[config.mk]
export PLATFORM = sky130hd
export DESIGN_NAME = tria_ctrl
export DESIGN_NICKNAME = d
export VERILOG_FILES = /design/src/design/tria_pkg.sv /design/src/design/tria_ctrl.sv
export SDC_FILE = /design/constraint.sdc
export NUM_CORES = 1
export LEC_CHECK = 0
export BUFFER_PORTS_ARGS = -buffer_cell sky130_fd_sc_hd__buf_2
export CAP_MARGIN = 20
export CELL_PAD_IN_SITES_DETAIL_PLACEMENT = 0
export CELL_PAD_IN_SITES_GLOBAL_PLACEMENT = 1
export CORE_AREA = 2 2 39 41
export CTS_CLUSTER_SIZE = 28
export DETAILED_ROUTE_END_ITERATION = 10
export DIE_AREA = 0 0 41 43
export PLACE_DENSITY_LB_ADDON = 0.1
export SYNTH_ARGS = -nofsm -noshare
export SYNTH_HDL_FRONTEND = slang
export SYNTH_SLANG_ARGS = --single-unit
export TNS_END_PERCENT = 30
[constraint.sdc]
create_clock -name clock -period 4.55 [get_ports clock]
set_input_delay 0.455 -clock clock [delete_from_list [all_inputs] [get_ports clock]]
set_output_delay 0.455 -clock clock [all_outputs]
set_load 0.005 [all_outputs]
[src/design/tria_pkg.sv]
// shared types and codes for the two-resource interval assigner
package tria_pkg;

   localparam logic       MODE_LOAD    = 1'b0;
   localparam logic       MODE_READ    = 1'b1;
   localparam logic       KIND_VERDICT = 1'b0;
   localparam logic       KIND_READ    = 1'b1;
   localparam logic [1:0] OWNER_FIRST  = 2'd0;
   localparam logic [1:0] OWNER_SECOND = 2'd1;
   localparam logic [1:0] OWNER_NONE   = 2'd2;

   typedef struct packed {
      logic load;
      logic read_issue;
      logic scan_init;
      logic scan_issue;
      logic commit_assign;
      logic next_resource;
      logic emit_verdict;
      logic emit_read;
   } cmd_type;

   typedef struct packed {
      logic scan_last;
      logic found;
      logic second;
      logic out_free;
   } status_type;

endpackage

[src/design/tria_ctrl.sv]
// controller state machine for load, greedy scans and reads
module tria_ctrl (
   input  logic                clock,
   input  logic                reset,
   input  logic                req_valid,
   output logic                req_stall,
   input  logic                req_mode,
   input  logic                req_last_interval,
   input  tria_pkg::status_type status,
   output tria_pkg::cmd_type    cmd
);
   import tria_pkg::*;

   localparam logic [2:0] S_IDLE    = 3'd0;
   localparam logic [2:0] S_INIT    = 3'd1;
   localparam logic [2:0] S_SCAN    = 3'd2;
   localparam logic [2:0] S_TAIL    = 3'd3;
   localparam logic [2:0] S_COMMIT  = 3'd4;
   localparam logic [2:0] S_VERDICT = 3'd5;
   localparam logic [2:0] S_READ    = 3'd6;

   logic [2:0] state_ff, state_in;
   logic       accept;

   assign req_stall = !(state_ff == S_IDLE && status.out_free);
   assign accept    = req_valid && !req_stall;

   always_comb begin
      cmd      = '0;
      state_in = state_ff;
      unique case (state_ff)
         S_IDLE: begin
            if (accept && req_mode == MODE_LOAD) begin
               cmd.load = 1'b1;
               if (req_last_interval) state_in = S_INIT;
            end else if (accept) begin
               cmd.read_issue = 1'b1;
               state_in       = S_READ;
            end
         end
         S_INIT: begin
            cmd.scan_init = 1'b1;
            state_in      = S_SCAN;
         end
         S_SCAN: begin
            cmd.scan_issue = 1'b1;
            if (status.scan_last) state_in = S_TAIL;
         end
         S_TAIL: begin
            state_in = S_COMMIT;
         end
         S_COMMIT: begin
            if (status.found) begin
               cmd.commit_assign = 1'b1;
               state_in          = S_INIT;
            end else if (!status.second) begin
               cmd.next_resource = 1'b1;
               state_in          = S_INIT;
            end else begin
               state_in = S_VERDICT;
            end
         end
         S_VERDICT: begin
            if (status.out_free) begin
               cmd.emit_verdict = 1'b1;
               state_in         = S_IDLE;
            end
         end
         S_READ: begin
            if (status.out_free) begin
               cmd.emit_read = 1'b1;
               state_in      = S_IDLE;
            end
         end
         default: state_in = S_IDLE;
      endcase
   end

   always_ff @(posedge clock) begin
      if (reset) begin
         state_ff <= S_IDLE;
      end else begin
         state_ff <= state_in;
      end
   end
endmodule

==> results of run 1 <==
==> worst register-to-register path: stages (launching register included) <==
cell and delay (ps):
dfxtp_1 450, or4b_4 610, or4b_4 490, o211a_1 140
o21ba_1 160
==> through the flow <==
step / setup slack [ps] / total power, mW / cell area (sq um) / util (%) / hold slack, ps
2_1_floorplan: 2610 / 0.186 / 357 / - / 569
3_3_place_gp: 2540 / 0.226 / 432 / 31.2 / 713
3_5_place_dp: 2520 / 0.223 / 432 / 31.2 / 698
4_1_cts: 2570 / 0.271 / 458 / 33.1 / 480
5_1_grt: 2490 / 0.293 / 458 / 33.1 / 496
6_report: 2590 / 0.265 / 458 / 33.1 / 487
==> worst min-delay path by stage <==
stage,to,slack [ps],cells past startpoint
final,state_ff[2],490,2
after global routing,state_ff[2],500,2
after CTS,state_ff[2],480,2
after detailed placement,state_ff[2],700,2
after global placement,state_ff[2],710,2
after floorplan,state_ff[2],570,1
==> routing by layer <==
metal | global-route usage, % | routed length, um | share of wire, % | up-vias
li1 | - | - | - | 218
met1 | 19.2 | 496 | 53 | 166
met2 | 11.9 | 368 | 40 | 15
met3 | 1.57 | 64 | 6.9 | 0
met4 | 6.00 | 0 | 0 | 0
met5 | 0 | 0 | 0 | -
==> synthesized netlist by cell type <==
master,instances
a21oi_1,5
a221oi_1,1
a2bb2oi_1,1
and2_1,1
buf_4,1
buf_6,1
clkbuf_1,3
dfxtp_1,3
inv_1,1
mux2i_1,1
nand2_1,5
nand2b_1,1
nand3b_1,1
nor2_1,5
nor3_1,5
nor3b_1,3
nor4_1,1
o2111ai_1,1
o211a_1,1
o21ai_0,2
o21ba_1,1
o32ai_1,2
or2_2,1
or4b_4,2
xor2_1,1
==> logic make-up after synthesis <==
| family | count (synthesis) | synth area share, % |
|---|---|---|
| AO/OA/AOI/OAI | 14 | 27.7 |
| flip-flops | 3 | 16.8 |
| XOR/XNOR | 1 | 2.46 |
| buffers and inverters | 6 | 9.47 |
| multiplexers | 1 | 2.81 |
| AND/OR/NAND/NOR | 25 | 40.7 |
==> power by group through the flow <==
stage	registers [mW]	logic (mW)	clock network, mW
3_5_place_dp	0.0797	0.143	0
5_1_grt	0.0820	0.160	0.0515
6_report	0.0776	0.141	0.0456
2_1_floorplan	0.0451	0.141	0
4_1_cts	0.0791	0.143	0.0486
3_3_place_gp	0.0811	0.145	0
==> cell type report <==
class	count	area share [%]
multi-input combinational	41	57.4
timing repair buffer	17	18.6
sequential	3	13.1
clock buffer	4	5.74
tap	16	4.37
inverter	1	0.820
==> impl_metrics.csv, run 1 <==
group,metric,value,unit
setup_path,cp.buffers_inverters,0,
synth,syn_inst,50,
timing,fin_crit_sh,43.1,%
synth,synth_area_leaders,"dfxtp_1, or4b_4, a21oi_1",
power,power.share.clock,17.2,%
setup_path,reg2reg_depth,4,
layout,nets,76,
drt,wl_per_cell,11.3,um
power,p_int,0.146,mW
layout,multiInputGateArea,263,sq um
setup_path,slowest_delay,610,ps
synth,yosysTopAreaCell,"dfxtp_1",
timing,finalCriticalPeriod,1960,ps
layout,area_delta_synth_final,28.4,%
clocking,clock_path_buffers,2,
floorplan,dieHeight,43,um
floorplan,dieArea,1760,sq um
synth,ys_seq_area_share,16.8,%
layout,antenna_cells,0,
setup_path,critPathKind,"reg2reg",
layout,final_cell_mix,"buf_2, nor3_1, nand2_1, nor2_1, a21oi_1",
clocking,root_buffer,"clkbuf_4",
global_route,grt_pass1_wl,1350,um
setup_path,cp-endpoint,"state_ff[0]",
run,max_cap_violations,0,
placed_design,gp_congestion,0.742,
power,p_leak,0.217,nW
global_route,grt-ovfl-total,0,
setup_path,path_cells,"or4b_4 -> or4b_4 -> o211a_1 -> o21ba_1",
drt,dr.pass1.iters,4,
synth,syn_area,357,sq um
setup_path,critPathMaxFanout,16,
placed_design,portBuffers,17,
synth,avgSynthCellArea,7.13,sq um
power,switching_power,0.119,mW
power,ir_drop,0.239,mV
clocking,cts_tree,"done",
layout,final_common_cell,"buf_2",
outcome,status,"finished, final reports clean",
setup_path,cp-end-kind,"flip-flop",
setup_path,timing.rr.start,"state_ff[2]",
global_route,grt_max_degree,19,
global_route,grt_use_total,11.0,%
setup_path,crit_top_cell,"or4b_4",
layout,final_cells,82,
global_route,antenna_found_initial,0,
floorplan,coreArea,1380,sq um
timing,finalHoldViolations,0,
drt,drc,0,
floorplan,die_w,41,um
clocking,cts.sinks,3,
clocking,cts_resized,0,
worst_hold_path,min_from,"reset",
layout,largest_register_ffs,3,
setup_path,cp-start-kind,"flip-flop",
drt,drt-initial-drc-count,3,
layout,nFillCells,163,
drt,route.vias.total,399,
setup_path,worstPathRequired,4670,ps
timing,rsz0062_at_grt,"false",
clocking,h-tree-depth,1,
timing,tightest_slew,564,ps
power,power_density,578,nW/um^2
placed_design,place_inst,78,
synth,syn_nets,59,
worst_hold_path,hold_class,"in2reg",
layout,reg_top3,"state_ff (3)",
timing,final-setup-viol-count,0,
timing,fmax,510,MHz
setup_path,arrival,2080,ps
synth,ys_types,25,
floorplan,num_rows,14,
power,p_seq_share,29.3,%
timing,max_slew_margin,62.4,%
power,swShare,44.9,%
synth,synth_top_cell_area_share,16.8,%
clocking,holdBufCountCts,0,
power,power_frac_comb,53.4,%
setup_path,startpoint,"state_ff[2]",
setup_path,path_depth,4,
drt,drt-vias-per-instance,4.87,
layout,largest_register,"state_ff",
timing,drv_slew,0,
clocking,clk_pin_slew,40,ps
setup_path,crit_family,"simple AND/OR/NAND/NOR gates",
clocking,postCtsSetupRepairBufs,0,
floorplan,start_util,25.8,%
setup_path,r2r-end,"state_ff[0]",
clocking,insertion_delay,230,ps
setup_path,cp_slowest_cell,"or4b_4",
timing,fin_skew,0.400,ps
timing,setup_tns,0,ps
floorplan,pin_count,18,
drt,postRouteWirelength,928,um
setup_path,r2r_setup_slack,2590,ps
layout,regArea,60.1,sq um
drt,ant_nets,0,
synth,ys_ff_latch,3,
synth,synth-warning-count,0,
global_route,first_global_vias,292,
clocking,numCtsBuffers,3,
layout,layout-drive-gt1-share,34.8,%
placed_design,hpwl,695,um
Power figures use the tool's default switching activity.
==> inputs of run 2 (changes only) <==
clock period = 1.9 ns   (was 4.55 ns; I/O delays follow)
==> run 2 against run 1 <==
Against the previous run:
- wire length grew 8.0%
- hold slack got worse by 240 ps
- die area unchanged
- via count rose by 7.0%
- global-route usage grew 1.9 points
- flip-flop and latch count unchanged
- final area increased by 6.6%
- critical path depth unchanged
- final cell count grew 4.9%
- critical endpoint unchanged
- largest cell class unchanged
==> impl_metrics.csv, run 2 (synthesized netlist as in run 1, its figures left out) <==
group,metric,value,unit
outcome,status,"finished, final reports clean",
clocking,h-tree-depth,1,
clocking,holdBufCountCts,0,
placed_design,portBuffers,17,
drt,drt-vias-per-instance,4.97,
drt,drt-initial-drc-count,1,
clocking,root_buffer,"clkbuf_4",
layout,final_cell_mix,"buf_2, nor3_1, nand2_1, nor2_1, a21oi_1",
worst_hold_path,hold_class,"in2reg",
setup_path,critPathKind,"reg2reg",
placed_design,placed_area,462,sq um
setup_path,cp-end-kind,"flip-flop",
clocking,cts_resized,0,
setup_path,crit_family,"simple AND/OR/NAND/NOR gates",
setup_path,r2r_setup_slack,160,ps
layout,post-route-cell-area,488,sq um
setup_path,cp_slowest_cell,"or4b_4",
setup_path,cp-start-kind,"flip-flop",
setup_path,critPathMaxFanout,3,
worst_hold_path,min_from,"reset",
setup_path,crit_top_cell,"or4b_4",
timing,finalHoldViolations,0,
timing,setup_tns,0,ps
setup_path,timing.rr.start,"state_ff[2]",
timing,tightest_slew,281,ps
drt,dr.pass1.iters,3,
clocking,numCtsBuffers,3,
clocking,insertion_delay,230,ps
timing,final-setup-viol-count,0,
setup_path,path_cells,"or4b_4 -> or4b_4 -> o211a_1 -> o21ba_1",
placed_design,place_inst,82,
setup_path,arrival,1860,ps
layout,final_cells,86,
placed_design,pre_cts_ws,149,ps
power,power_density,1390,nW/um^2
power,ir_drop,0.654,mV
floorplan,start_util,25.8,%
timing,fmax,574,MHz
drt,drc,0,
global_route,first_global_vias,372,
floorplan,pin_count,18,
global_route,grt_pass1_wl,1540,um
floorplan,coreArea,1380,sq um
drt,wl_per_cell,11.7,um
clocking,clock_path_buffers,2,
floorplan,dieHeight,43,um
global_route,antenna_found_initial,0,
layout,nets,80,
layout,fin_util,35.3,%
clocking,postCtsSetupRepairBufs,0,
drt,postRouteWirelength,1000,um
clocking,cts_tree,"done",
timing,finalCriticalPeriod,1740,ps
worst_hold_path,min_to,"state_ff[2]",
setup_path,r2r-end,"state_ff[0]",
worst_hold_path,whs_path_depth,2,
floorplan,die_w,41,um
timing,worst_slack,157,ps
clocking,cts.sinks,3,
timing,fin_crit_sh,91.7,%
layout,area_delta_synth_final,36.8,%
timing,fin_skew,1.20,ps
setup_path,reg2reg_depth,4,
timing,drv_slew,0,
timing,max_slew_margin,81.2,%
global_route,grt-ovfl-total,0,
placed_design,gp_congestion,0.748,
layout,largest_register,"state_ff",
clocking,clk_pin_slew,40,ps
setup_path,worstPathRequired,2020,ps
run,max_cap_violations,0,
global_route,grt_use_total,13.0,%
placed_design,hpwl,777,um
drt,ant_nets,0,
power,p_leak,0.238,nW
timing,rsz0062_at_grt,"false",
setup_path,cp.buffers_inverters,0,
layout,final_common_cell,"buf_2",
setup_path,slowest_delay,540,ps
layout,layout-drive-gt1-share,38.6,%
layout,largest_register_ffs,3,
floorplan,dieArea,1760,sq um
layout,antenna_cells,0,
drt,route.vias.total,427,
layout,reg_top3,"state_ff (3)",
floorplan,num_rows,14,
global_route,grt_max_degree,18,
[run 2: cell count changes in the layout (fill, tap and decap cells not counted), sizes merged]
cell  change
buf       +4
[run 2: how the worst max path moves through the flow]
| stage | slack (ps) | end | from | cells past startpoint |
|---|---|---|---|---|
| finish | 160 | state_ff[0] | state_ff[2] | 4 |
| global placement | 180 | state_ff[0] | state_ff[2] | 4 |
| detailed placement | 150 | state_ff[0] | state_ff[2] | 4 |
| global route | 90 | state_ff[0] | state_ff[2] | 4 |
| CTS | 150 | state_ff[0] | state_ff[2] | 4 |
| floorplan | 110 | state_ff[0] | state_ff[0] | 5 |
[run 2: worst reg2reg max path: stages (launching register included)]
cell and delay [ps]:
dfxtp_1 300, or4b_4 540, or4b_4 500, o211a_1 140, o21ba_1 160
[run 2: per-stage QoR]
stage	hold slack, ps	power (mW)
2_1_floorplan	304	0.445
3_3_place_gp	473	0.578
3_5_place_dp	478	0.581
4_1_cts	233	0.695
5_1_grt	232	0.753
6_report	242	0.679
[run 2: area by class of cell]
type                            instances  area [sq um]
Clock buffer                            4          26.3
Fill cell                             164           896
Multi-Input combinational cell         41           263
Sequential cell                         3          60.1
Timing Repair Buffer                   21           115
Inverter                                1          3.75
Tap cell                               16          20.0
[run 2: routing by layer]
metal	track usage, %	part of all wire, %	vias to the layer above
li1	-	-	225
met1	16.5	48	187
met2	18.8	47	15
met3	3.14	5.2	0
met4	8.00	0	0
met5	0	0	-
[run 2: where the power goes]
part	switching (mW)	internal [mW]	leakage, nW
Combinational	0.254	0.214	0.198
Sequential	0.0122	0.0898	0.0246
Clock	0.0300	0.0785	0.0150
Total	0.297	0.383	0.238
==> inputs of run 3 (changes only) <==
GPL_TIMING_DRIVEN = 0   (was not set)
==> run 3 against run 2 <==
Against the previous run:
- die area unchanged
- critical path depth unchanged
- setup slack got worse by 120 ps
==> impl_metrics.csv, run 3 (synthesized netlist as in run 1, its figures left out) <==
group,metric,value,unit
outcome,status,"finished, final reports clean",
placed_design,portBuffers,16,
floorplan,dieHeight,43,um
power,power.share.clock,15.9,%
clocking,cts_tree,"done",
setup_path,slowest_delay,570,ps
layout,area_delta_synth_final,35.4,%
timing,finalCriticalPeriod,1860,ps
layout,largest_register_ffs,3,
timing,finalHoldViolations,0,
drt,drt-initial-drc-count,7,
global_route,first_global_vias,344,
power,swShare,44.7,%
clocking,clock_path_buffers,2,
clocking,h-tree-depth,1,
worst_hold_path,whs_path_depth,2,
setup_path,reg2reg_depth,4,
setup_path,critPathMaxFanout,7,
worst_hold_path,min_from,"reset",
timing,fin_skew,2.97,ps
run,max_cap_violations,0,
clocking,cts.sinks,3,
drt,wl_per_cell,11.5,um
placed_design,gp_congestion,0.733,
global_route,antenna_found_initial,0,
floorplan,coreArea,1380,sq um
setup_path,cp-end-kind,"flip-flop",
setup_path,crit_top_cell,"or4b_4",
timing,rsz0062_at_grt,"false",
layout,largest_register,"state_ff",
layout,final_common_cell,"buf_2",
drt,drt-vias-per-instance,4.98,
drt,postRouteWirelength,993,um
layout,reg_top3,"state_ff (3)",
clocking,holdBufCountCts,0,
timing,fin_crit_sh,98.1,%
setup_path,startpoint,"state_ff[2]",
setup_path,cp_slowest_cell,"or4b_4",
timing,tightest_slew,424,ps
floorplan,num_rows,14,
timing,final-setup-viol-count,0,
drt,route.vias.total,428,
clocking,postCtsSetupRepairBufs,0,
floorplan,start_util,25.8,%
clocking,numCtsBuffers,3,
global_route,grt_max_degree,11,
clocking,clk_pin_slew,40,ps
floorplan,die_w,41,um
power,power_density,1390,nW/um^2
drt,ant_nets,0,
power,p_leak,0.228,nW
layout,final_cell_mix,"buf_2, nor3_1, nand2_1, nor2_1, a21oi_1",
timing,setup_tns,0,ps
setup_path,critPathKind,"reg2reg",
drt,dr.pass1.iters,4,
setup_path,arrival,1980,ps
setup_path,crit_family,"simple AND/OR/NAND/NOR gates",
setup_path,path_cells,"or4b_4 -> or4b_4 -> o211a_1 -> o21ba_1",
clocking,root_buffer,"clkbuf_4",
global_route,grt_use_total,11.9,%
timing,hold_slack,220,ps
power,p_seq_share,16.9,%
power,switching_power,0.299,mW
placed_design,hpwl,770,um
setup_path,timing.rr.start,"state_ff[2]",
power,p_int,0.371,mW
clocking,insertion_delay,230,ps
power,ir_drop,0.669,mV
timing,max_slew_margin,71.7,%
setup_path,r2r-end,"state_ff[0]",
global_route,grt-ovfl-total,0,
drt,drc,0,
worst_hold_path,min_to,"state_ff[2]",
setup_path,cp.buffers_inverters,0,
clocking,cts_resized,0,
global_route,grt_pass1_wl,1460,um
setup_path,worstPathRequired,2010,ps
power,power_frac_comb,67.1,%
timing,drv_slew,0,
layout,layout-drive-gt1-share,34.3,%
worst_hold_path,hold_class,"in2reg",
setup_path,r2r_setup_slack,40,ps
setup_path,path_depth,4,
floorplan,dieArea,1760,sq um
layout,nets,80,
setup_path,cp-start-kind,"flip-flop",
floorplan,pin_count,18,
timing,fmax,537,MHz
layout,antenna_cells,0,
## run 3: changes by cell type in the layout (fill, tap and decap cells not counted)
cell,change
buf_6,+1
buf_2,-1
clkbuf_1,+3
buf_4,-3
## run 3: through the flow
| stage | instance area, sq um | instances | utilization (%) | total power, mW | setup WS, ps |
|---|---|---|---|---|---|
| 5_1_grt | 483 | 86 | 34.9 | 0.739 | 2.51 |
| 3_5_place_dp | 457 | 82 | 33.0 | 0.567 | 48.0 |
| 4_1_cts | 483 | 86 | 34.9 | 0.682 | 38.9 |
| 6_report | 483 | 86 | 34.9 | 0.670 | 36.1 |
| 2_1_floorplan | 357 | 50 | - | 0.445 | 113 |
| 3_3_place_gp | 457 | 82 | 33.0 | 0.572 | 51.6 |
## run 3: layout make-up
type	instances	area [sq um]
fill	160	901
timing repair buffer	16	80.1
sequential	3	60.1
inverter	1	3.75
tap	16	20.0
clock buffer	4	26.3
buffer	5	30.0
multi-input combinational	41	263
## run 3: power groups by stage
stage / combinational (mW) / sequential [mW] / clock [mW]
2_1_floorplan: 0.337 / 0.108 / 0
3_3_place_gp: 0.457 / 0.115 / 0
3_5_place_dp: 0.453 / 0.114 / 0
4_1_cts: 0.455 / 0.113 / 0.114
5_1_grt: 0.505 / 0.115 / 0.119
6_report: 0.450 / 0.114 / 0.107
## run 3: worst max path at each step
stage | to | slack, ps
2_1_floorplan | state_ff[0] | 110
3_3_place_gp | state_ff[0] | 50
3_5_place_dp | state_ff[0] | 50
4_1_cts | state_ff[0] | 40
5_1_grt | state_ff[0] | 3
6_report | state_ff[0] | 40
## run 3: metal layers
layer	global-route usage, %	vias to the layer above	part of all wire [%]
met4	4.00	0	0
met2	16.3	19	43
met3	3.14	0	6.4
met5	0	-	0
li1	-	224	-
met1	17.5	185	51
